==> config.mk <==
export PLATFORM = sky130hd
export DESIGN_NAME = elevator_fastest_response_dispatch
export DESIGN_NICKNAME = d
export VERILOG_FILES = /design/src/design/efrd_pkg.sv /design/src/design/elevator_fastest_response_dispatch.sv
export SDC_FILE = /design/constraint.sdc
export NUM_CORES = 1
export LEC_CHECK = 0
export ABC_AREA = 1
export BUFFER_PORTS_ARGS = -buffer_cell sky130_fd_sc_hd__buf_2
export CAP_MARGIN = 20
export CORE_ASPECT_RATIO = 0.6
export CORE_MARGIN = 8
export CORE_UTILIZATION = 40
export CTS_CLUSTER_DIAMETER = 200
export DETAILED_ROUTE_END_ITERATION = 10
export PLACE_DENSITY_LB_ADDON = 0.25
export SYNTH_ARGS = -nofsm -noshare
export SYNTH_HDL_FRONTEND = slang
export SYNTH_SLANG_ARGS = --single-unit
==> constraint.sdc <==
create_clock -name clk -period 12.4 [get_ports clk]
set_input_delay 0.62 -clock clk [delete_from_list [all_inputs] [get_ports clk]]
set_output_delay 0.62 -clock clk [all_outputs]
set_load 0.03 [all_outputs]
==> src/design/efrd_pkg.sv <==
// constants, types and the sweep cost function for the elevator dispatcher
// used by elevator_fastest_response_dispatch and its checker; no dependencies
`timescale 1ns / 1ps

package efrd_pkg;

	localparam int FLOORS      = 9;
	localparam int FLOOR_W     = 4;
	localparam int WEIGHT_W    = 4;
	localparam int C_W         = $clog2(FLOORS + 2);
	localparam int IDX_W       = $clog2(FLOORS);
	localparam int NO_WAY_COST = 360;
	localparam int COST_W      = $clog2(NO_WAY_COST + 1);
	localparam int PROD_W      = COST_W + WEIGHT_W;
	localparam int DEF_W       = 3;

	localparam logic [WEIGHT_W-1:0] KEEP_RESET = WEIGHT_W'(5);
	localparam logic [WEIGHT_W-1:0] TURN_RESET = WEIGHT_W'(6);
	localparam logic [C_W-1:0]      FLOOR_NONE = C_W'(FLOORS + 1);

	localparam logic CFG_KEEP = 1'b0;
	localparam logic CFG_TURN = 1'b1;

	typedef enum logic [1:0] {
		MODE_CAR     = 2'd0,
		MODE_HALL_UP = 2'd1,
		MODE_HALL_DN = 2'd2,
		MODE_TICK    = 2'd3
	} mode_t;

	typedef enum logic [1:0] {
		ACT_MOVE  = 2'd0,
		ACT_SERVE = 2'd1,
		ACT_IDLE  = 2'd2
	} action_t;

	// call extents gathered by one scan over the floors
	typedef struct packed {
		logic [C_W-1:0] in_lo;
		logic [C_W-1:0] in_hi;
		logic [C_W-1:0] below_up;
		logic [C_W-1:0] below_dn;
		logic [C_W-1:0] above_up;
		logic [C_W-1:0] above_dn;
	} sweep_t;

	function automatic logic [COST_W-1:0] sweep_cost(input logic [C_W-1:0] c,
		input logic up, input sweep_t s);
		logic [C_W-1:0]    hi;
		logic [C_W-1:0]    lo;
		logic [COST_W-1:0] c_e;
		logic [COST_W-1:0] hi_e;
		logic [COST_W-1:0] lo_e;
		logic [COST_W-1:0] bu_e;
		logic [COST_W-1:0] ad_e;
		logic [COST_W-1:0] t;
		logic [COST_W-1:0] cost;
		hi = s.in_hi;
		if (s.above_up > hi) hi = s.above_up;
		if (s.above_dn > hi) hi = s.above_dn;
		lo = s.in_lo;
		if (s.below_up < lo) lo = s.below_up;
		if (s.below_dn < lo) lo = s.below_dn;
		c_e  = COST_W'(c);
		hi_e = COST_W'(hi);
		lo_e = COST_W'(lo);
		bu_e = COST_W'(s.below_up);
		ad_e = COST_W'(s.above_dn);
		if (up) begin
			if (hi <= c) begin
				cost = COST_W'(NO_WAY_COST);
			end else begin
				t = hi_e - c_e;
				if (lo >= c) begin
					cost = (s.above_dn == '0) ? t : t + hi_e - ad_e;
				end else begin
					t = (t << 1) + c_e - lo_e;
					cost = (s.below_up == FLOOR_NONE) ? t : t + bu_e - lo_e;
				end
			end
		end else begin
			if (lo >= c) begin
				cost = COST_W'(NO_WAY_COST);
			end else begin
				t = c_e - lo_e;
				if (hi <= c) begin
					cost = (s.below_up == FLOOR_NONE) ? t : t + bu_e - lo_e;
				end else begin
					t = (t << 1) + hi_e - c_e;
					cost = (s.above_dn == '0) ? t : t + hi_e - ad_e;
				end
			end
		end
		return cost;
	endfunction

endpackage

==> src/design/elevator_fastest_response_dispatch.sv <==
// elevator dispatcher: call registers, floor scan, cost compare and move decision
// depends on efrd_pkg
`timescale 1ns / 1ps

// usage
// - request: start with mode and request_floor, taken at a clock edge where busy is low
// - button presses (car, hall up, hall down) are recorded in the taking cycle, busy stays
//   low and no result follows
// - a tick raises busy and gives exactly one result: done high for one cycle with
//   next_floor, action and going_up; busy is low again in that cycle
// - a tick is answered from the check state when idle or serving a car call or a
//   same-direction hall call; a move, or an opposite hall call served after weighing,
//   passes through the scan, cost, multiply and decide states; an opposite hall call at
//   the car floor weighed first and followed by a move runs scan and cost passes twice
// - each cost evaluation is one scan of the call bits, one floor per cycle, followed by
//   two passes through one shared cost and weight-multiply unit
// - keep_weight and turn_weight are written through cfg_we, cfg_index, cfg_data with no
//   wait states; the user must write them only while the block is idle, it does not enforce this
// - reset: no calls, car at floor 1 heading up, weights 5 and 6
// - the receiver cannot stall, results must be taken in their done cycle
module elevator_fastest_response_dispatch
	import efrd_pkg::*;
(
	input  logic                clk,
	input  logic                arst_n,
	input  logic                start,
	output logic                busy,
	input  logic [1:0]          mode,
	input  logic [FLOOR_W-1:0]  request_floor,
	input  logic                cfg_we,
	input  logic                cfg_index,
	input  logic [WEIGHT_W-1:0] cfg_data,
	output logic                done,
	output logic [FLOOR_W-1:0]  next_floor,
	output logic [1:0]          action,
	output logic                going_up
);

	typedef enum logic [5:0] {
		ST_IDLE   = 6'b000001,
		ST_CHECK  = 6'b000010,
		ST_SCAN   = 6'b000100,
		ST_COST   = 6'b001000,
		ST_MUL    = 6'b010000,
		ST_DECIDE = 6'b100000
	} state_t;

	state_t               state_q, state_d;
	logic [FLOORS-1:0]    car_calls_q, up_calls_q, dn_calls_q;
	logic [FLOOR_W-1:0]   car_floor_q;
	logic                 dir_up_q;
	logic [DEF_W-1:0]     deferred_q;
	logic [WEIGHT_W-1:0]  keep_w_q, turn_w_q;
	logic                 phase_stop_q, phase_stop_d;
	logic                 pass_turn_q;
	logic                 done_q;
	logic [FLOOR_W-1:0]   next_floor_q;
	action_t              action_q;
	logic                 going_up_q;
	logic [C_W-1:0]       c_q, c_d;
	logic [IDX_W-1:0]     idx_q;
	sweep_t               summary_q;
	logic [COST_W-1:0]    cost_q;
	logic [PROD_W-1:0]    keep_q, turn_q;

	logic [FLOORS-1:0]    here_mask, req_mask;
	logic [FLOORS-1:0]    clr_car, clr_up, clr_dn, set_car, set_up, set_dn;
	logic                 pending;
	logic                 finish, move, scan_clr;
	action_t              fin_act;
	logic                 step_up;
	logic [FLOOR_W-1:0]   moved_floor;
	logic [C_W-1:0]       scan_floor;
	logic [COST_W-1:0]    cost_now;
	logic [PROD_W-1:0]    prod;
	logic                 press_take, press_ok, press_here;
	logic [C_W-1:0]       floor_c;

	assign busy       = (state_q != ST_IDLE);
	assign here_mask  = {{(FLOORS-1){1'b0}}, 1'b1} << (car_floor_q - FLOOR_W'(1));
	assign req_mask   = {{(FLOORS-1){1'b0}}, 1'b1} << (request_floor - FLOOR_W'(1));
	assign pending    = (|car_calls_q) | (|up_calls_q) | (|dn_calls_q) | (|deferred_q);
	assign floor_c    = C_W'(car_floor_q);
	assign scan_floor = C_W'(idx_q) + C_W'(1);

	// shared unit: cost of the selected direction, then its weighting
	assign cost_now = sweep_cost(c_q, pass_turn_q ? !dir_up_q : dir_up_q, summary_q);
	assign prod     = PROD_W'(cost_q) * PROD_W'(pass_turn_q ? turn_w_q : keep_w_q);

	assign step_up = (keep_q < turn_q) ? dir_up_q : !dir_up_q;
	always_comb begin
		if (step_up) begin
			moved_floor = (car_floor_q < FLOOR_W'(FLOORS)) ? car_floor_q + FLOOR_W'(1)
				: car_floor_q;
		end else begin
			moved_floor = (car_floor_q > FLOOR_W'(1)) ? car_floor_q - FLOOR_W'(1)
				: car_floor_q;
		end
	end

	assign press_take = start && (state_q == ST_IDLE) && (mode != MODE_TICK);
	assign press_ok   = (request_floor >= FLOOR_W'(1)) && (request_floor <= FLOOR_W'(FLOORS))
		&& !((mode == MODE_HALL_UP) && (request_floor == FLOOR_W'(FLOORS)))
		&& !((mode == MODE_HALL_DN) && (request_floor == FLOOR_W'(1)));
	assign press_here = (request_floor == car_floor_q);

	always_comb begin
		state_d      = state_q;
		phase_stop_d = phase_stop_q;
		c_d          = c_q;
		finish       = 1'b0;
		move         = 1'b0;
		scan_clr     = 1'b0;
		fin_act      = ACT_MOVE;
		clr_car      = '0;
		clr_up       = '0;
		clr_dn       = '0;
		case (state_q)
			ST_IDLE: begin
				if (start && (mode == MODE_TICK)) state_d = ST_CHECK;
			end
			ST_CHECK: begin
				if (!pending) begin
					finish  = 1'b1;
					fin_act = ACT_IDLE;
				end else if (|(car_calls_q & here_mask)) begin
					finish  = 1'b1;
					fin_act = ACT_SERVE;
					clr_car = here_mask;
				end else if (dir_up_q && (|(up_calls_q & here_mask))) begin
					finish  = 1'b1;
					fin_act = ACT_SERVE;
					clr_up  = here_mask;
				end else if (!dir_up_q && (|(dn_calls_q & here_mask))) begin
					finish  = 1'b1;
					fin_act = ACT_SERVE;
					clr_dn  = here_mask;
				end else if (|((up_calls_q | dn_calls_q) & here_mask)) begin
					// opposite hall call here: weigh costs one floor ahead
					phase_stop_d = 1'b1;
					c_d          = dir_up_q ? floor_c + C_W'(1) : floor_c - C_W'(1);
					scan_clr     = 1'b1;
					state_d      = ST_SCAN;
				end else begin
					phase_stop_d = 1'b0;
					c_d          = floor_c;
					scan_clr     = 1'b1;
					state_d      = ST_SCAN;
				end
			end
			ST_SCAN: begin
				if (idx_q == IDX_W'(FLOORS - 1)) state_d = ST_COST;
			end
			ST_COST: begin
				state_d = ST_MUL;
			end
			ST_MUL: begin
				state_d = pass_turn_q ? ST_DECIDE : ST_COST;
			end
			ST_DECIDE: begin
				if (phase_stop_q) begin
					if (keep_q > turn_q) begin
						finish  = 1'b1;
						fin_act = ACT_SERVE;
						clr_up  = here_mask;
						clr_dn  = here_mask;
					end else begin
						phase_stop_d = 1'b0;
						c_d          = floor_c;
						scan_clr     = 1'b1;
						state_d      = ST_SCAN;
					end
				end else begin
					finish  = 1'b1;
					move    = 1'b1;
					fin_act = ACT_MOVE;
				end
			end
			default: begin
				state_d = ST_IDLE;
			end
		endcase
		if (finish) state_d = ST_IDLE;
	end

	// presses away from the car floor set call bits, deferred ones merge after the tick
	always_comb begin
		set_car = '0;
		set_up  = '0;
		set_dn  = '0;
		if (press_take && press_ok && !press_here) begin
			case (mode)
				MODE_CAR:     set_car = req_mask;
				MODE_HALL_UP: set_up  = req_mask;
				MODE_HALL_DN: set_dn  = req_mask;
				default:      set_car = '0;
			endcase
		end
		if (finish) begin
			if (deferred_q[0]) set_car = set_car | here_mask;
			if (deferred_q[1]) set_up  = set_up | here_mask;
			if (deferred_q[2]) set_dn  = set_dn | here_mask;
		end
	end

	always_ff @(posedge clk or negedge arst_n) begin
		if (!arst_n) begin
			state_q      <= ST_IDLE;
			car_calls_q  <= '0;
			up_calls_q   <= '0;
			dn_calls_q   <= '0;
			car_floor_q  <= FLOOR_W'(1);
			dir_up_q     <= 1'b1;
			deferred_q   <= '0;
			keep_w_q     <= KEEP_RESET;
			turn_w_q     <= TURN_RESET;
			phase_stop_q <= 1'b0;
			pass_turn_q  <= 1'b0;
			done_q       <= 1'b0;
		end else begin
			state_q      <= state_d;
			phase_stop_q <= phase_stop_d;
			done_q       <= finish;
			car_calls_q  <= (car_calls_q & ~clr_car) | set_car;
			up_calls_q   <= (up_calls_q & ~clr_up) | set_up;
			dn_calls_q   <= (dn_calls_q & ~clr_dn) | set_dn;
			if (finish) begin
				deferred_q <= '0;
			end else if (press_take && press_ok && press_here) begin
				deferred_q <= deferred_q | (DEF_W'(1) << mode);
			end
			if (move) begin
				car_floor_q <= moved_floor;
				dir_up_q    <= step_up;
			end
			if (scan_clr) begin
				pass_turn_q <= 1'b0;
			end else if (state_q == ST_MUL) begin
				pass_turn_q <= !pass_turn_q;
			end
			if (cfg_we) begin
				case (cfg_index)
					CFG_KEEP: keep_w_q <= cfg_data;
					CFG_TURN: turn_w_q <= cfg_data;
					default:  keep_w_q <= keep_w_q;
				endcase
			end
		end
	end

	// datapath registers of the scan and the shared unit
	always_ff @(posedge clk) begin
		c_q <= c_d;
		if (scan_clr) begin
			idx_q              <= '0;
			summary_q.in_lo    <= FLOOR_NONE;
			summary_q.in_hi    <= '0;
			summary_q.below_up <= FLOOR_NONE;
			summary_q.below_dn <= FLOOR_NONE;
			summary_q.above_up <= '0;
			summary_q.above_dn <= '0;
		end else if (state_q == ST_SCAN) begin
			idx_q <= idx_q + IDX_W'(1);
			if (car_calls_q[idx_q]) begin
				if (summary_q.in_lo == FLOOR_NONE) summary_q.in_lo <= scan_floor;
				summary_q.in_hi <= scan_floor;
			end
			if (scan_floor < c_q) begin
				if (up_calls_q[idx_q]) summary_q.below_up <= scan_floor;
				if (dn_calls_q[idx_q]) summary_q.below_dn <= scan_floor;
			end
			if (scan_floor > c_q) begin
				if (up_calls_q[idx_q]) summary_q.above_up <= scan_floor;
				if (dn_calls_q[idx_q]) summary_q.above_dn <= scan_floor;
			end
		end
		if (state_q == ST_COST) cost_q <= cost_now;
		if (state_q == ST_MUL) begin
			if (pass_turn_q) turn_q <= prod;
			else keep_q <= prod;
		end
		if (finish) begin
			next_floor_q <= move ? moved_floor : car_floor_q;
			action_q     <= fin_act;
			going_up_q   <= move ? step_up : dir_up_q;
		end
	end

	assign done       = done_q;
	assign next_floor = next_floor_q;
	assign action     = action_q;
	assign going_up   = going_up_q;

endmodule

==> results of run 1 <==
[kinds of logic (layout without fill, tap and decap cells)]
family / after synthesis / in the layout / share of synthesized area [%]
AOI/OAI and AO/OA: 227 / 227 / 11.3
xor gates and xnor gates: 35 / 35 / 2.96
adders and majority gates: 142 / 142 / 18.5
buffers and inverters: 302 / 344 / 10.8
DFF: 126 / 126 / 28.9
and+or+nand+nor: 718 / 718 / 27.6
[worst max-delay path: cells and delay by family, from the launching register on]
| family | cells | cell delay, ns |
|---|---|---|
| AOI/OAI and AO/OA | 5 | 0.83 |
| adders and majority gates | 7 | 2.70 |
| buffers and inverters | 8 | 0.50 |
| DFF | 1 | 0.30 |
| and+or+nand+nor | 21 | 2.27 |
[state kept, by name, summed over array words and instances (netlist names), 6 cells and up]
register,flops
keep_q,13
state_q,6
summary_q,24
up_calls_q,9
dn_calls_q,9
turn_q,13
car_calls_q,9
cost_q,9
[cells in the mapped netlist, drive strengths merged, types with 17 or more instances]
| library cell | count |
|---|---|
| nand2 | 398 |
| inv | 274 |
| nor2 | 163 |
| o21ai | 108 |
| ha | 102 |
| nand3 | 96 |
| a21oi | 68 |
| edfxtp | 46 |
| dfrtp | 45 |
| fa | 40 |
| dfxtp | 28 |
| xor2 | 24 |
| nor3 | 17 |
[through the flow]
step | instance area (µm²) | std cells | setup WS, ns | util (%)
final | 12400 | 1959 | 5.62 | 44.7
after floorplan | 11300 | 1550 | 6.36 | -
after global routing | 12400 | 1959 | 4.93 | 44.7
after global placement | 11800 | 1926 | 5.77 | 42.6
after detailed placement | 11800 | 1927 | 5.65 | 42.6
after CTS | 12400 | 1959 | 5.63 | 44.7
[routing by layer]
layer	vias up	wire (µm)
li1	5059	-
met2	384	11500
met3	24	3410
met1	4718	16300
met4	0	236
met5	-	0
[final timing paths]
| check | start | to | cells past startpoint |
|---|---|---|---|
| worst min register to register | turn_w_q[2] | turn_w_q[2] | 2 |
| worst min-delay path | arst_n | keep_w_q[3] | 2 |
| max in group asynchronous | arst_n | car_floor_q[3] | 2 |
| min in group clk | cfg_data[1] | turn_w_q[1] | 3 |
| worst max-delay path | summary_q[19] | cost_q[8] | 41 |
| worst max register to register | summary_q[19] | cost_q[8] | 41 |
[area by class of cell]
class,instances,area [µm²]
Clock buffer,20,437
Clock inverter,12,145
Fill cell,2810,15300
Inverter,279,1050
Multi-Input combinational cell,1122,6820
Sequential cell,126,3250
Tap cell,367,459
Timing Repair Buffer,33,190
==> metrics.md, run 1 <==
| Metric | Value |
|---|---|
| CP Launch Type | `register` |
| Routed via count | `10200` |
| Yosys warning total | `0` |
| Actual slew at the worst max-slew pin | `1.01 ns` |
| I/O pins | `24` |
| Dpl hpwl | `25.0 mm` |
| Clock Pin Slew Worst Setup and Hold Paths | `0.06 ns` |
| Core Area | `27600 µm²` |
| Area delta synth->final | `9.79%` |
| CP max FO | `7` |
| Synth area leaders | `nand2_1, edfxtp_1, ha_1` |
| Register area share after synthesis | `28.9%` |
| RSZ-0062 raised after global routing | `false` |
| Detailed Routing Iterations Pass 1 | `7` |
| DRC | `0` |
| WS Path Type | `reg2reg` |
| Count of hold-fix buffers inserted at cts | `0` |
| Routability cong. | `0.951` |
| Initial Util | `40.7%` |
| #FFs+latches synth | `126` |
| Post-Route Setup TNS | `0 ns` |
| Leading area contributor after synthesis | `nand2_1` |
| Num rows | `47` |
| Hold_ws | `0.326 ns` |
| Crit path top cell by count | `nand2_1` |
| Initial antenna violation count | `0` |
| Final-report setup violation count | `0` |
| Hold Crit Class | `in2async` |
| Worst-skew pair later-pin latency | `0.43 ns` |
| Status | `completed` |
| Worst path max stage delay | `0.52 ns` |
| Final Cycle Share | `54.6%` |
| Met2 Use GR | `23.2%` |
| Met1 Use GR | `30.5%` |
| Mapped Cells | `1550` |
| Die area | `33900 µm²` |
| Detail Route Antenna Nets | `0` |
| Max Clock Skew | `0.00927 ns` |
| Antenna cell count | `0` |
| Chip Width | `233 µm` |
| Synthesized area | `11300 µm²` |
| CTS tree | `yes` |
| Most used routing layer | `met1` |
| Port Buf Inserts | `23` |
| Syn Area/Cell | `7.26 µm²` |
| Predominant post-synthesis flop cell | `edfxtp_1` |
| Post-CTS setup buffers | `0` |
| Post-synth top area share | `12.8%` |
| Vias in the first global route | `9201` |
| Die H | `146 µm` |
| Most common library cell in the layout ignoring fill and taps | `nand2_1` |
| Global route overflow | `0` |
| Clock buffer count from CTS | `17` |
| Async S/R FF share, synth | `41.3%` |
| CTS sink cnt | `126` |
| H-tree level count | `4` |
| Clk buf depth | `2` |
| Fmax | `0.148 GHz` |
| Final Hold Violating Endpoints | `0` |
| GRT met3 Usage | `5.57%` |
| Fraction of layout cells with a size suffix above 1 | `8.17%` |
| Root Driver | `clkbuf_16` |
| Vias per inst | `5.20` |
| Final wirelength | `31.4 mm` |
| WL/cell | `16.0 µm` |
| Reg2Reg Setup Slack | `5.62 ns` |
| Rel. slew slack | `32.7%` |
| Post-synth EDFFs | `46` |
| Slowest-stage cell, CP | `fa_1` |
| CP Capture Type | `register` |
| Largest net degree at the start of global routing | `53` |
| Syn_nets | `1707` |
| First-pass GRT wire length | `50.9 mm` |
| # nets final | `1736` |
| Synth cell types | `60` |
| Slew Limit Fails | `0` |
| Most frequent cells in the layout | `nand2_1, inv_1, nor2_1, o21ai_0, ha_1` |
| Overall routing resource usage | `18.7%` |
| Arrival time worst endpoint | `7.08 ns` |
| DRT iter0 DRCs | `1169` |
| Worst EP required | `12.70 ns` |
| Max Cap Viol | `0` |
| Period minus WS final | `6.78 ns` |
| Post_cts resized | `0` |
Power of run 1 is not shown: default switching activity piles up to over one toggle a cycle in this logic, so the estimate is an artifact.
==> run 2, diff against run 1 <==
==> constraint.sdc (replaced) <==
create_clock -name clk -period 5.7 [get_ports clk]
set_input_delay 0.285 -clock clk [delete_from_list [all_inputs] [get_ports clk]]
set_output_delay 0.285 -clock clk [all_outputs]
set_load 0.03 [all_outputs]
==> metrics.md, run 2 (same netlist as run 1, synthesis figures left out) <==
| Metric | Value |
|---|---|
| Fmax | `0.165 GHz` |
| Rel. slew slack | `30.0%` |
| Largest net degree at the start of global routing | `53` |
| Routed met3 length | `3.11 mm` |
| Slowest-stage cell, CP | `fa_2` |
| Violated checks | `hold timing, setup timing` |
| Status | `finished, violations left` |
| Core Area | `27600 µm²` |
| CTS sink cnt | `126` |
| Actual slew at the worst max-slew pin | `1.05 ns` |
| Most frequent cells in the layout | `nand2_1, inv_1, nor2_1, buf_4, ha_1` |
| Post-Layout Cell Count | `2055` |
| Crit path top cell by count | `nand2_2` |
| Max Clock Skew | `0.0125 ns` |
| Vias per inst | `5.10` |
| Die H | `146 µm` |
| Worst-skew pair later-pin latency | `0.43 ns` |
| Most common library cell in the layout ignoring fill and taps | `nand2_1` |
| Post-Route Setup TNS | `-1.60 ns` |
| Final Hold Violating Endpoints | `15` |
| Final Cycle Share | `106%` |
| RSZ-0062 raised after global routing | `true` |
| Routability cong. | `0.960` |
| WS Path Type | `reg2reg` |
| Slew Limit Fails | `0` |
| Routed via count | `10500` |
| Chip Width | `233 µm` |
| Area delta synth->final | `19.4%` |
| # nets final | `1832` |
| Arrival time worst endpoint | `6.23 ns` |
| I/O pins | `24` |
| Start of the worst register-to-register path | `summary_q[18]` |
| Metal-1 WL | `17.5 mm` |
| Final-report setup violation count | `7` |
| Count of hold-fix buffers inserted at cts | `0` |
| Hold Crit Class | `in2async` |
| Worst path max stage delay | `0.58 ns` |
| Antenna cell count | `0` |
| Dpl hpwl | `26.3 mm` |
| # placed instances | `2008` |
| Fin util | `48.6%` |
| Critical path depth | `40` |
| Vias in the first global route | `9878` |
| WL/cell | `16.2 µm` |
| Max Cap Viol | `0` |
| Largest register FFs | `24` |
| Port Buf Inserts | `23` |
| Top Metal Used | `met4` |
| Detailed Routing Iterations Pass 1 | `5` |
| Period minus WS final | `6.04 ns` |
| Setup ws final | `-0.345 ns` |
| First-pass GRT wire length | `53.4 mm` |
| Largest reg by FF count | `summary_q` |
| CP Launch Type | `register` |
| Global route overflow | `0` |
| RR Endpoint | `cost_q[7]` |
| CP top delay family | `adder cells` |
| Routed wl met2 | `12.4 mm` |
| CTS tree | `yes` |
| DRT iter0 DRCs | `1193` |
| Clock Pin Slew Worst Setup and Hold Paths | `0.07 ns` |
| Clk buf depth | `2` |
| Hold_ws | `-0.00929 ns` |
| Reg2Reg Setup Slack | `-0.34 ns` |
| H-tree level count | `4` |
| Num rows | `47` |
| Worst EP required | `5.88 ns` |
| Buf/Inv on CP | `7` |
| CP Capture Type | `register` |
| Die area | `33900 µm²` |
| Final wirelength | `33.2 mm` |
| DRC | `0` |
| R2R cell count | `40` |
| Largest regs | `summary_q x24, keep_q x13, turn_q x13` |
| CP max FO | `7` |
| Overall routing resource usage | `19.6%` |
| Detail Route Antenna Nets | `0` |
| Initial antenna violation count | `0` |
| Root Driver | `clkbuf_16` |
| Initial Util | `40.7%` |
| Clock buffer count from CTS | `17` |
| Fraction of layout cells with a size suffix above 1 | `18.8%` |
[run 2: cell types whose count changed in the layout (fill, tap and decap cells not counted), sizes merged]
| cell | change |
|---|---|
| buf | +96 |
| bufinv | -2 |
| clkbuf | -3 |
| clkinv | -5 |
| clkinvlp | +1 |
| inv | +9 |
[run 2: worst max path at each step]
stage,slack [ns],end,startpoint
detailed placement,-0.37,cost_q[8],summary_q[21]
finish,-0.34,cost_q[7],summary_q[18]
floorplan,0.003,cost_q[6],summary_q[19]
CTS,-0.25,cost_q[8],summary_q[21]
global route,-0.69,cost_q[6],summary_q[18]
global placement,-0.25,cost_q[6],summary_q[19]
[run 2: per-stage QoR]
stage,hold slack [ns],cell area (µm²),worst slack [ns]
after floorplan,-0.0106,11300,0.00273
after global placement,0.466,12500,-0.247
after detailed placement,0.471,12500,-0.371
after CTS,0.00544,13300,-0.247
after global routing,0.0552,13400,-0.688
final,-0.00929,13400,-0.345
[run 2: what timing repair did]
action / 4_1_cts / 5_1_grt
pin swaps: 39 / 64
gates resized for setup: 47 / 40
cloned: 0 / 0
buffers inserted: 8 / 8
setup endpoints to repair: 7 / 7
[run 2: area by class of cell]
| class | instances | area, µm² |
|---|---|---|
| Fill cell | 2694 | 14200 |
| Inverter | 279 | 1050 |
| Sequential cell | 126 | 3260 |
| Clock inverter | 15 | 153 |
| Timing Repair Buffer | 129 | 915 |
| Tap cell | 367 | 459 |
| Clock buffer | 17 | 425 |
| Multi-Input combinational cell | 1122 | 7180 |
[run 2: per-layer routing]
metal / up-vias / GRT usage, %
met5: - / 0
met4: 0 / 3.18
met3: 25 / 6.35
met2: 360 / 25.5
met1: 4863 / 30.8
li1: 5236 / -
[run 2: worst register-to-register path: cells and delay by family, from the launching register on]
kind / cells / cell delay (ns)
AO/OA/AOI/OAI: 4 / 0.38
adder cells (fa/ha/maj): 7 / 3.04
buffers and inverters: 7 / 0.40
AND/OR/NAND/NOR: 22 / 1.72
flip-flops: 1 / 0.30
Power of run 2 is left out for the same reason.
